**src/rtl/rau_pkg.sv**
```systemverilog
// Shared types and constants for the rational arithmetic unit.
// No dependencies; imported by the top level and its checker.
package rau_pkg;

	localparam int FIELD_BITS       = 16;
	localparam int DEF_OPERAND_BITS = 16;
	localparam int RES_NUM_BITS     = 32;
	localparam int RES_DEN_BITS     = 31;

	typedef enum logic [2:0] {
		ACT_REDUCE = 3'd0,
		ACT_ADD    = 3'd1,
		ACT_SUB    = 3'd2,
		ACT_MUL    = 3'd3,
		ACT_DIV    = 3'd4,
		ACT_INC    = 3'd5,
		ACT_DEC    = 3'd6,
		ACT_CMP    = 3'd7
	} action_t;

endpackage

```
**src/rtl/rau_gcd.sv**
```systemverilog
// Binary gcd unit: one shift or subtract per cycle.
// Standalone, no package dependency.
module rau_gcd #(
	parameter int W = 33
) (
	input  logic         clk,
	input  logic         arst_n,
	input  logic         start,
	input  logic [W-1:0] a,
	input  logic [W-1:0] b,
	output logic         done,
	output logic [W-1:0] g
);
	localparam int KW = $clog2(W + 1);

	logic [W-1:0]  a_q, b_q, g_q;
	logic [KW-1:0] k_q;
	logic          busy_q, done_q;

	always_ff @(posedge clk or negedge arst_n) begin
		if (!arst_n) begin
			a_q    <= '0;
			b_q    <= '0;
			g_q    <= '0;
			k_q    <= '0;
			busy_q <= 1'b0;
			done_q <= 1'b0;
		end else begin
			done_q <= 1'b0;
			if (start) begin
				a_q    <= a;
				b_q    <= b;
				k_q    <= '0;
				busy_q <= 1'b1;
			end else if (busy_q) begin
				priority if (a_q == '0) begin
					g_q    <= b_q << k_q;
					busy_q <= 1'b0;
					done_q <= 1'b1;
				end else if (b_q == '0) begin
					g_q    <= a_q << k_q;
					busy_q <= 1'b0;
					done_q <= 1'b1;
				end else if (!a_q[0] && !b_q[0]) begin
					// common factor of two, restored at the end
					a_q <= a_q >> 1;
					b_q <= b_q >> 1;
					k_q <= k_q + 1'b1;
				end else if (!a_q[0]) begin
					a_q <= a_q >> 1;
				end else if (!b_q[0]) begin
					b_q <= b_q >> 1;
				end else if (a_q >= b_q) begin
					a_q <= a_q - b_q;
				end else begin
					b_q <= b_q - a_q;
				end
			end
		end
	end

	assign done = done_q;
	assign g    = g_q;

endmodule

```
**src/rtl/rau_div.sv**
```systemverilog
// Restoring unsigned divider, one quotient bit per cycle.
// Standalone, no package dependency.
module rau_div #(
	parameter int W = 33
) (
	input  logic         clk,
	input  logic         arst_n,
	input  logic         start,
	input  logic [W-1:0] dividend,
	input  logic [W-1:0] divisor,
	output logic         done,
	output logic [W-1:0] quotient
);
	localparam int CW = $clog2(W + 1);

	logic [W-1:0]  rem_q, quo_q, dsr_q;
	logic [CW-1:0] cnt_q;
	logic          done_q;
	logic [W:0]    sh, diff;

	always_comb begin
		sh   = {rem_q, quo_q[W-1]};
		diff = sh - {1'b0, dsr_q};
	end

	always_ff @(posedge clk or negedge arst_n) begin
		if (!arst_n) begin
			rem_q  <= '0;
			quo_q  <= '0;
			dsr_q  <= '0;
			cnt_q  <= '0;
			done_q <= 1'b0;
		end else begin
			done_q <= 1'b0;
			if (start) begin
				rem_q <= '0;
				quo_q <= dividend;
				dsr_q <= divisor;
				cnt_q <= CW'(W);
			end else if (cnt_q != '0) begin
				// top bit of diff is the borrow: set means no subtract
				if (!diff[W]) begin
					rem_q <= diff[W-1:0];
					quo_q <= {quo_q[W-2:0], 1'b1};
				end else begin
					rem_q <= sh[W-1:0];
					quo_q <= {quo_q[W-2:0], 1'b0};
				end
				cnt_q  <= cnt_q - 1'b1;
				done_q <= (cnt_q == CW'(1));
			end
		end
	end

	assign done     = done_q;
	assign quotient = quo_q;

endmodule

```
**src/rtl/rational_arith_unit.sv**
```systemverilog
// Top level of the rational arithmetic unit: sequencer, shared multiplier and adder.
// Depends on rau_pkg, rau_gcd and rau_div.
//
//  channel | signals                                   | handshake
//  op      | action, left_num/den, right_num/den       | op_valid / op_ready
//  res     | result_num/den, is_less, is_equal, bad... | res_valid / res_ready
//
// One item at a time. Error goes straight to emit; increment, decrement, compare are formed
// in the combine state. Reduce divides both parts by their gcd; add, sub, mul, div first form
// three products. SW = 2*min(OPERAND_BITS,16)+1 is the gcd and divider width.
// Reset clears the sequencer and the output register. A stalled result sits in the output
// register; the next item is taken meanwhile and waits in the emit state until it frees.
module rational_arith_unit #(
	parameter int OPERAND_BITS = rau_pkg::DEF_OPERAND_BITS
) (
	input  logic                                    clk,
	input  logic                                    arst_n,
	input  logic                                    op_valid,
	output logic                                    op_ready,
	input  rau_pkg::action_t                        action,
	input  logic signed [rau_pkg::FIELD_BITS-1:0]   left_num,
	input  logic signed [rau_pkg::FIELD_BITS-1:0]   left_den,
	input  logic signed [rau_pkg::FIELD_BITS-1:0]   right_num,
	input  logic signed [rau_pkg::FIELD_BITS-1:0]   right_den,
	output logic                                    res_valid,
	input  logic                                    res_ready,
	output logic signed [rau_pkg::RES_NUM_BITS-1:0] result_num,
	output logic [rau_pkg::RES_DEN_BITS-1:0]        result_den,
	output logic                                    is_less,
	output logic                                    is_equal,
	output logic                                    bad_operand
);
	import rau_pkg::*;

	localparam int MW = (OPERAND_BITS > FIELD_BITS) ? FIELD_BITS : OPERAND_BITS;
	localparam int PW = 2 * MW;
	localparam int SW = PW + 1;
	localparam int IW = MW + 3;

	typedef struct packed {
		logic          neg;
		logic [MW-1:0] mag;
	} opnd_t;

	typedef enum logic [2:0] {
		S_IDLE, S_MUL, S_COMB, S_GCD, S_DIVN, S_DIVD, S_EMIT
	} state_t;

	function automatic opnd_t split(input logic [FIELD_BITS-1:0] f);
		logic signed [MW:0] x;
		opnd_t              r;
		x     = {((OPERAND_BITS <= FIELD_BITS) ? f[MW-1] : 1'b0), f[MW-1:0]};
		r.neg = x[MW];
		r.mag = r.neg ? MW'(-x) : x[MW-1:0];
		return r;
	endfunction

	function automatic logic [RES_NUM_BITS-1:0] sat_num(input logic neg,
			input logic [SW-1:0] mag);
		logic [63:0] m;
		m = 64'(mag);
		if (neg) begin
			if (m > 64'h8000_0000) m = 64'h8000_0000;
			m = 64'd0 - m;
		end else if (m > 64'h7FFF_FFFF) begin
			m = 64'h7FFF_FFFF;
		end
		return m[RES_NUM_BITS-1:0];
	endfunction

	function automatic logic [RES_DEN_BITS-1:0] sat_den(input logic [SW-1:0] mag);
		logic [63:0] m;
		m = 64'(mag);
		if (m > 64'h7FFF_FFFF) m = 64'h7FFF_FFFF;
		return m[RES_DEN_BITS-1:0];
	endfunction

	state_t  state_q;
	action_t act_q;
	opnd_t   ln_q, ld_q, rn_q, rd_q;
	opnd_t   in_ln, in_ld, in_rn, in_rd;
	logic    [1:0] mstep_q;
	logic    [PW-1:0] p1_q, p2_q, p3_q;
	logic    s1_q, s2_q, s3_q;
	logic    num_neg_q, den_neg_q;
	logic    [SW-1:0] num_mag_q, nq_q;
	logic    [PW-1:0] den_mag_q;
	logic    go_q;
	logic    [RES_NUM_BITS-1:0] fin_num_q;
	logic    [RES_DEN_BITS-1:0] fin_den_q;
	logic    fin_less_q, fin_eq_q, fin_bad_q;
	logic    res_valid_q, less_q, eq_q, bad_q;
	logic    [RES_NUM_BITS-1:0] res_num_q;
	logic    [RES_DEN_BITS-1:0] res_den_q;

	logic    in_err, uses_right;
	opnd_t   ma, mb;
	logic    [PW-1:0] mprod;
	logic    mneg;
	logic    b_neg, sum_neg, fin_neg;
	logic    [SW-1:0] e1, e2, sum_mag;
	logic    signed [SW-1:0] ps, qs;
	logic    signed [IW-1:0] sl, sd, iv;
	logic    gcd_start, gcd_done, div_start, div_done;
	logic    [SW-1:0] gcd_g, div_num, div_quo;

	assign in_ln = split(left_num);
	assign in_ld = split(left_den);
	assign in_rn = split(right_num);
	assign in_rd = split(right_den);

	always_comb begin
		uses_right = (action == ACT_ADD) || (action == ACT_SUB) || (action == ACT_MUL) ||
		             (action == ACT_DIV) || (action == ACT_CMP);
		in_err     = (in_ld.mag == '0) || (uses_right && in_rd.mag == '0) ||
		             (action == ACT_DIV && in_rn.mag == '0);
	end

	// shared multiplier, one cross product per cycle
	always_comb begin
		unique case (mstep_q)
			2'd0: begin
				ma = ln_q;
				mb = (act_q == ACT_MUL) ? rn_q : rd_q;
			end
			2'd1: begin
				ma = rn_q;
				mb = ld_q;
			end
			default: begin
				ma = ld_q;
				mb = (act_q == ACT_DIV) ? rn_q : rd_q;
			end
		endcase
		mprod = PW'(ma.mag) * PW'(mb.mag);
		mneg  = ma.neg ^ mb.neg;
	end

	// sign-magnitude add, compare and the unreduced increment and decrement
	always_comb begin
		b_neg = s2_q ^ (act_q == ACT_SUB);
		e1    = {1'b0, p1_q};
		e2    = {1'b0, p2_q};
		if (s1_q == b_neg) begin
			sum_mag = e1 + e2;
			sum_neg = s1_q;
		end else if (e1 >= e2) begin
			sum_mag = e1 - e2;
			sum_neg = s1_q;
		end else begin
			sum_mag = e2 - e1;
			sum_neg = b_neg;
		end
		ps = (ln_q.neg ^ ld_q.neg) ? -$signed(e1) : $signed(e1);
		qs = (rn_q.neg ^ rd_q.neg) ? -$signed(e2) : $signed(e2);
		sl = ln_q.neg ? -$signed(IW'(ln_q.mag)) : $signed(IW'(ln_q.mag));
		sd = ld_q.neg ? -$signed(IW'(ld_q.mag)) : $signed(IW'(ld_q.mag));
		iv = (act_q == ACT_INC) ? sl + sd : sl - sd;
		if (ld_q.neg) iv = -iv;
		fin_neg = (num_neg_q != den_neg_q) && (nq_q != '0);
	end

	assign gcd_start = go_q && (state_q == S_GCD);
	assign div_start = go_q && (state_q == S_DIVN || state_q == S_DIVD);
	assign div_num   = (state_q == S_DIVN) ? num_mag_q : SW'(den_mag_q);

	rau_gcd #(.W(SW)) u_gcd (
		.clk    (clk),
		.arst_n (arst_n),
		.start  (gcd_start),
		.a      (SW'(den_mag_q)),
		.b      (num_mag_q),
		.done   (gcd_done),
		.g      (gcd_g)
	);

	rau_div #(.W(SW)) u_div (
		.clk      (clk),
		.arst_n   (arst_n),
		.start    (div_start),
		.dividend (div_num),
		.divisor  (gcd_g),
		.done     (div_done),
		.quotient (div_quo)
	);

	always_ff @(posedge clk or negedge arst_n) begin
		if (!arst_n) begin
			state_q     <= S_IDLE;
			act_q       <= ACT_REDUCE;
			ln_q        <= '0;
			ld_q        <= '0;
			rn_q        <= '0;
			rd_q        <= '0;
			mstep_q     <= '0;
			p1_q        <= '0;
			p2_q        <= '0;
			p3_q        <= '0;
			s1_q        <= 1'b0;
			s2_q        <= 1'b0;
			s3_q        <= 1'b0;
			num_neg_q   <= 1'b0;
			den_neg_q   <= 1'b0;
			num_mag_q   <= '0;
			den_mag_q   <= '0;
			nq_q        <= '0;
			go_q        <= 1'b0;
			fin_num_q   <= '0;
			fin_den_q   <= '0;
			fin_less_q  <= 1'b0;
			fin_eq_q    <= 1'b0;
			fin_bad_q   <= 1'b0;
			res_valid_q <= 1'b0;
			res_num_q   <= '0;
			res_den_q   <= '0;
			less_q      <= 1'b0;
			eq_q        <= 1'b0;
			bad_q       <= 1'b0;
		end else begin
			go_q <= 1'b0;
			// the emit state reloads the output itself
			if (res_valid_q && res_ready && state_q != S_EMIT) res_valid_q <= 1'b0;

			unique case (state_q)
				S_IDLE: begin
					if (op_valid) begin
						act_q      <= action;
						ln_q       <= in_ln;
						ld_q       <= in_ld;
						rn_q       <= in_rn;
						rd_q       <= in_rd;
						mstep_q    <= '0;
						fin_num_q  <= '0;
						fin_den_q  <= '0;
						fin_less_q <= 1'b0;
						fin_eq_q   <= 1'b0;
						fin_bad_q  <= in_err;
						priority if (in_err) begin
							state_q <= S_EMIT;
						end else if (action == ACT_REDUCE || action == ACT_INC ||
								action == ACT_DEC) begin
							state_q <= S_COMB;
						end else begin
							state_q <= S_MUL;
						end
					end
				end
				S_MUL: begin
					unique case (mstep_q)
						2'd0: begin
							p1_q <= mprod;
							s1_q <= mneg;
						end
						2'd1: begin
							p2_q <= mprod;
							s2_q <= mneg;
						end
						default: begin
							p3_q <= mprod;
							s3_q <= mneg;
						end
					endcase
					mstep_q <= mstep_q + 1'b1;
					if (mstep_q == 2'd2) state_q <= S_COMB;
				end
				S_COMB: begin
					unique case (act_q)
						ACT_REDUCE: begin
							num_mag_q <= SW'(ln_q.mag);
							num_neg_q <= ln_q.neg;
							den_mag_q <= PW'(ld_q.mag);
							den_neg_q <= ld_q.neg;
							state_q   <= S_GCD;
							go_q      <= 1'b1;
						end
						ACT_ADD, ACT_SUB: begin
							num_mag_q <= sum_mag;
							num_neg_q <= sum_neg;
							den_mag_q <= p3_q;
							den_neg_q <= s3_q;
							state_q   <= S_GCD;
							go_q      <= 1'b1;
						end
						ACT_MUL, ACT_DIV: begin
							num_mag_q <= e1;
							num_neg_q <= s1_q;
							den_mag_q <= p3_q;
							den_neg_q <= s3_q;
							state_q   <= S_GCD;
							go_q      <= 1'b1;
						end
						ACT_INC, ACT_DEC: begin
							fin_num_q <= RES_NUM_BITS'(iv);
							fin_den_q <= RES_DEN_BITS'(ld_q.mag);
							state_q   <= S_EMIT;
						end
						ACT_CMP: begin
							fin_less_q <= (ps < qs);
							fin_eq_q   <= (ps == qs);
							state_q    <= S_EMIT;
						end
					endcase
				end
				S_GCD: begin
					if (gcd_done) begin
						state_q <= S_DIVN;
						go_q    <= 1'b1;
					end
				end
				S_DIVN: begin
					if (div_done) begin
						nq_q    <= div_quo;
						state_q <= S_DIVD;
						go_q    <= 1'b1;
					end
				end
				S_DIVD: begin
					if (div_done) begin
						fin_num_q <= sat_num(fin_neg, nq_q);
						fin_den_q <= sat_den(div_quo);
						state_q   <= S_EMIT;
					end
				end
				S_EMIT: begin
					if (!res_valid_q || res_ready) begin
						res_valid_q <= 1'b1;
						res_num_q   <= fin_num_q;
						res_den_q   <= fin_den_q;
						less_q      <= fin_less_q;
						eq_q        <= fin_eq_q;
						bad_q       <= fin_bad_q;
						state_q     <= S_IDLE;
					end
				end
				default: state_q <= S_IDLE;
			endcase
		end
	end

	assign op_ready    = (state_q == S_IDLE);
	assign res_valid   = res_valid_q;
	assign result_num  = res_num_q;
	assign result_den  = res_den_q;
	assign is_less     = less_q;
	assign is_equal    = eq_q;
	assign bad_operand = bad_q;

endmodule

```
**config.mk**
```make
export PLATFORM = sky130hd
export DESIGN_NAME = rational_arith_unit
export DESIGN_NICKNAME = d
export VERILOG_FILES = /design/src/rtl/rau_pkg.sv /design/src/rtl/rau_gcd.sv /design/src/rtl/rau_div.sv /design/src/rtl/rational_arith_unit.sv
export SDC_FILE = /design/constraint.sdc
export NUM_CORES = 2
export LEC_CHECK = 0
export ABC_AREA = 1
export BUFFER_PORTS_ARGS = -buffer_cell sky130_fd_sc_hd__buf_2
export CAP_MARGIN = 20
export CORE_MARGIN = 10
export CORE_UTILIZATION = 36
export CTS_BUF_LIST = sky130_fd_sc_hd__clkbuf_4 sky130_fd_sc_hd__clkbuf_8
export DETAILED_ROUTE_END_ITERATION = 6
export PLACE_DENSITY = 0.47
export SYNTH_ARGS = -nofsm -noshare
export SYNTH_HDL_FRONTEND = slang
export SYNTH_SLANG_ARGS = --single-unit
```
**constraint.sdc**
```tcl
create_clock -name clk -period 8.7 [get_ports clk]
set_clock_uncertainty 0.05 [all_clocks]
set_input_delay 0.87 -clock clk [delete_from_list [all_inputs] [get_ports clk]]
set_output_delay 0.87 -clock clk [all_outputs]
set_load 0.05 [all_outputs]
```
== Word-level counts from Yosys, hierarchy flattened ==
Index checks and enable logic that the tools add are counted.

* Bits in registers: 622
* Latch bits: 0
* Bits in writable memories: 0
* Memory bits (read-only): 0
* Input port bits: 71
* Output and inout bits: 68
* Word-level logic and storage cells: 293
* Memories kept: 0

* Add/subtract/negate cells: 21
* Multipliers: 1
* Div/mod/pow operators: 0
* $lt $le $gt $ge: 6
* Equality and inequality tests: 40
* Shift operators: 2
* Muxes and demuxes: 103
* Bitwise operators: 6
* Reduce and logical (&&, ||, !) cells: 67

{| class="wikitable"
|+ Operators by type and width
! kind !! count
|-
| $mux 33 || 28
|-
| $mux 32 || 9
|-
| $mux 31 || 4
|-
| $pmux 33 s3 || 1
|-
| $pmux 32 s3 || 1
|-
| $pmux 31 s3 || 1
|-
| $mux 19 || 4
|-
| $pmux 17 s2 || 2
|-
| $gt 33x31->1 const B || 2
|-
| $logic_not 33->1 || 2
|-
| $neg 32->33 || 2
|-
| $shl 33x6->33 || 2
|-
| $sub 32x32->33 || 2
|-
| $sub 33x33->33 || 2
|-
| $mux 16 || 4
|-
| $neg 16->16 || 4
|-
| $pmux 32 s2 || 1
|-
| $logic_not 16->1 || 3
|-
| $mux 6 || 7
|-
| $neg 16->19 || 2
|-
| $mux 17 || 2
|-
| $sub 34x33->34 || 1
|-
| $add 32x32->33 || 1
|-
| $eq 3x3->1 const B || 11
|-
| 52 further kinds || 148
|}

== Longest topological paths before layout ==
* Depth after elaboration: 11
* Mapped depth: 36
* Mapped depth without buffers: 36

== Hierarchy ==
A second synthesis with hierarchy kept.

* Cell total of the unflattened synthesis: 8681
* Area, all modules: 59477.0 µm²

{| class="wikitable"
|+ Modules (own cells, without submodules)
! module !! times used !! cells each !! area each (µm²) !! sequential area each (µm²)
|-
| rational_arith_unit || 1 || 5810 || 40654.0 || 10234.8
|-
| rau_gcd || 1 || 1758 || 11243.3 || 2677.6
|-
| rau_div || 1 || 1113 || 7579.8 || 2652.5
|}

== Least setup slack after synthesis ==
No wires, ideal clock.

* Path kind: reg2reg
* Start point: reg mstep_q[0]
* End point: reg p1_q[28]
* Setup time: 130 ps
* Arrival time: 6760 ps
* Required time: 8520 ps
* Path slack: 1760 ps
* Cell stages (with the launch flop): 35
* Buffers on the path: 2
* Period minus slack after synthesis: 6940 ps
* Cells stage by stage: dfrtp_1 -> inv_1 -> ha_1 -> nor2_1 -> clkinv_1 -> clkbuf_1 -> o211ai_1 -> nand2_1 -> inv_1 -> clkbuf_1 -> nand2_1 -> fa_1 -> inv_1 -> fa_1 -> inv_1 -> fa_1 -> inv_1 -> fa_1 -> fa_1 -> inv_1 -> fa_1 -> inv_1 -> ha_1 -> nand2_1 -> o21ai_0 -> o21bai_1 -> nand2_1 -> nand3_1 -> nand3_1 -> nand2_1 -> nand3_1 -> nand2_1 -> or2_2 -> nand3_1 -> o21ai_0

* Longest elaborated chain between the ends: 3
* Elaborated cells on any way between the ends: 6
* Classes of those cells: mul (1); eq/ne (1); mux (2); reduce/logical (2)

{| class="wikitable"
|+ RTL lines
! item !! line !! source
|-
| start: declaration || rational_arith_unit.sv:82 || <nowiki>logic [1:0] mstep_q;</nowiki>
|-
| start signal: assignment || rational_arith_unit.sv:263 || <nowiki>mstep_q <= mstep_q + 1'b1;</nowiki>
|-
| $eq 2x1->1 / $logic_not 2->1 (equally long branches) || rational_arith_unit.sv:121, rational_arith_unit.sv:249 ||
|-
| $pmux 17 s2 || rational_arith_unit.sv:121 || <nowiki>unique case (mstep_q)</nowiki>
|-
| $mul 16x16->32 || rational_arith_unit.sv:135 || <nowiki>mprod = PW'(ma.mag) * PW'(mb.mag);</nowiki>
|-
| end signal: assignment || rational_arith_unit.sv:251 || <nowiki>p1_q <= mprod;</nowiki>
|-
| end: declaration || rational_arith_unit.sv:83 || <nowiki>logic [PW-1:0] p1_q, p2_q, p3_q;</nowiki>
|}

Parallel ways exist; a longest one is shown, timed or not.
A chain may end at the register's enable or synchronous reset.

== Worst setup path after layout ==
* Start point: reg mstep_q[0]
* End point: reg p2_q[28]

* Longest elaborated chain between the ends: 3
* Elaborated cells on any way between the ends: 6
* Classes of those cells: mul (1); eq/ne (1); mux (2); reduce/logical (2)

{| class="wikitable"
|+ RTL lines
! item !! line !! source
|-
| $eq 2x1->1 / $logic_not 2->1 (equally long branches) || rational_arith_unit.sv:121, rational_arith_unit.sv:249 ||
|-
| $pmux 17 s2 || rational_arith_unit.sv:121 ||
|-
| $mul 16x16->32 || rational_arith_unit.sv:135 ||
|-
| end signal: assignment || rational_arith_unit.sv:255 || <nowiki>p2_q <= mprod;</nowiki>
|-
| end: declaration || rational_arith_unit.sv:83 ||
|}

Parallel ways exist; a longest one is shown, timed or not.

==> reports/results.ini <==
[power_and_ir_drop]
powerDensity_nw_per_um2=102.8
irDropWorstVdd_uv=137.3
p_leak_nw=33.00

[synth]
synthArstFlopShare=1.000
ys_seq_area_frac=0.2679
syn_area_um2=58110
synthFlopType=dfrtp_1
synthDistinctLibCells=69
syn_area_per_cell_um2=6.953
yosysWarningCount=0
syn-num-nets=8998
syn_inst=8358
synth_edf_count=0
ys_ff_latch=622

[sta]
maxSlewViolCount=0
hold_viol=0
grt_setup_unrepaired=no
setup_violations=0
min_period_ns=8.287
fmax_ghz=0.1207
tightest_slew_ns=1.087
setup-tns-final_ns=0
relSlewSlack=0.2756
period_share=0.9525
final.setup.worst_slack_ns=0.4135

[hold_path]
min_to=ln_q[0]
whs_path_depth=3
hp-class=in -> reg
min_from=left_num[0]

[setup_path]
required_ns=9.40
crit_top_cell=fa_1
cp_max_fo=15
timing.rr.start=mstep_q[0]
ff2ff_setup_slack_ns=0.41
cpPeakStageDelay_ns=0.84
path_class=reg -> reg
rr_endpoint=p2_q[28]
critical_path.startpoint_type=flop
slowest_stage=a21oi_1
critPathCaptureType=flop
crit_arrival_ns=8.99
reg2regPathDepth=29

[placement]
dp_hpwl_mm=209.4
gp_congestion=1.032
port_buffers=138
pre_cts_slack_ns=0.4399

[finish]
nets=9009
layout_common_cells=1856 x nand2_1, 1146 x inv_1, 795 x nor2_1
drive_above_1_share=0.07287
final_common_cell=nand2_1
area_growth_pct=9.793

[grt]
antenna_found_initial=13
grt_max_degree=166
grt_first_pass_wirelength_mm=381.1
grt.overflow.total=0
first_global_vias=56104
gr-usage-all-layers=0.2819

[die]
die_area_um2=177900
start_util=0.3619
pin_count=139
coreArea_um2=160600
die_x_um=421.8
rows=147
die_y_um=421.8

[cts]
postCtsSetupBuffers=0
clkSinkCount=622
cts_max_path_buffers=3
numCtsBuffers=117
root_buffer=clkbuf_8
cts_tree=done
clkTransAtPathRegs_ns=0.06
clock_latency_ns=0.95
htreeDepth=3

[route]
vias_per_cell=5.385
drt_drc_violations_left=0
drt_first_iter_violations=4940
dr_total_vias=57255
first_pass_iters=6
wl_per_cell_um=24.39
ant_nets=0
wirelength_mm=259.4

[job]
cap_violations=0

[status]
status=complete, no violations

[cell usage after synthesis (74+ instances only)]
master | instances | share of area
nand2_1 | 1860 | 0.12
inv_1 | 1147 | 0.074
nor2_1 | 801 | 0.052
o21ai_0 | 746 | 0.064
nand3_1 | 627 | 0.054
dfrtp_1 | 622 | 0.27
a21oi_1 | 459 | 0.040
ha_1 | 368 | 0.079
xor2_1 | 272 | 0.041
clkbuf_1 | 206 | 0.013
fa_1 | 201 | 0.069
o211ai_1 | 121 | 0.016
buf_2 | 75 | 0.0065
o21bai_1 | 74 | 0.0096
[metrics by stage]
step	util	power [mW]	hold WS [ns]	cell area [µm²]	std cells
2_1_floorplan	-	3.003	0.3950	58110	8358
3_5_place_dp	0.3786	3.118	0.4163	60800	10405
5_1_grt	0.3973	6.786	0.1570	63790	10631
3_3_place_gp	0.3786	3.118	0.4126	60790	10404
4_1_cts	0.3966	6.642	0.1096	63670	10623
6_report	0.3973	6.557	0.1802	63800	10633
[state kept, by name, summed over array words and instances (netlist names), 31 cells and up]
register	cells
u_div.dsr_q	33
num_mag_q	33
p1_q	32
nq_q	33
result_den	31
p2_q	32
u_gcd.g	33
p3_q	32
u_div.quotient	33
u_gcd.a_q	33
den_mag_q	32
result_num	32
fin_num_q	32
fin_den_q	31
u_gcd.b_q	33
u_div.rem_q	33
[how the worst max path moves through the flow]
stage / from / endpoint / cells after the start / slack (ns)
final: mstep_q[0] / p2_q[28] / 29 / 0.41
after global placement: mstep_q[0] / p1_q[28] / 30 / 0.46
after CTS: mstep_q[0] / p2_q[28] / 30 / 0.47
after floorplan: mstep_q[0] / p1_q[28] / 34 / 1.76
after detailed placement: mstep_q[0] / p2_q[28] / 30 / 0.44
after global routing: act_q[1] / p1_q[21] / 30 / 0.05
[kinds of logic after synthesis]
kind of cell / count (synthesis) / share of synthesized area
flip-flops: 622 / 0.2679
XOR/XNOR: 317 / 0.04778
multiplexers: 29 / 0.005577
AO/OA/AOI/OAI: 1752 / 0.1740
buffers and inverters: 1537 / 0.1029
AND/OR/NAND/NOR: 3532 / 0.2534
adder cells (fa/ha/maj): 569 / 0.1485
[final cells by class]
type / instances / area (µm²)
fill: 17408 / 96770
multi-input combinational: 6199 / 36640
sequential: 622 / 15570
inverter: 1201 / 4509
tap: 2160 / 2703
clock buffer: 172 / 2217
timing repair buffer: 228 / 1501
clock inverter: 45 / 649.4
antenna: 6 / 15.01
[critical path, delay by kind of cell (launching register included)]
| kind | cells | cell delay (ns) |
|---|---|---|
| adders and majority gates | 8 | 3.59 |
| AOI/OAI and AO/OA | 6 | 1.64 |
| buffers and inverters | 6 | 1.29 |
| and+or+nand+nor | 9 | 1.18 |
| DFF | 1 | 0.41 |
[power by group]
| part | switching (mW) | internal (mW) |
|---|---|---|
| logic | 0.128 | 0.0398 |
| registers | 0.0000000000000000107 | 2.89 |
| clock network | 1.50 | 2.00 |
| total | 1.63 | 4.93 |
[metal layers]
layer | global-route usage | share of wire
met5 | 0 | 0.00019
met4 | 0.1326 | 0.057
met3 | 0.04211 | 0.055
met2 | 0.4699 | 0.47
met1 | 0.3571 | 0.42
[what timing repair did]
action | CTS | global route
endpoints found under the setup margin | 0 | 7
resized for setup | 0 | 2
endpoints found under the hold margin | 96 | 0
hold buffers | 1 | 0
(Power assumes the default switching activity.)
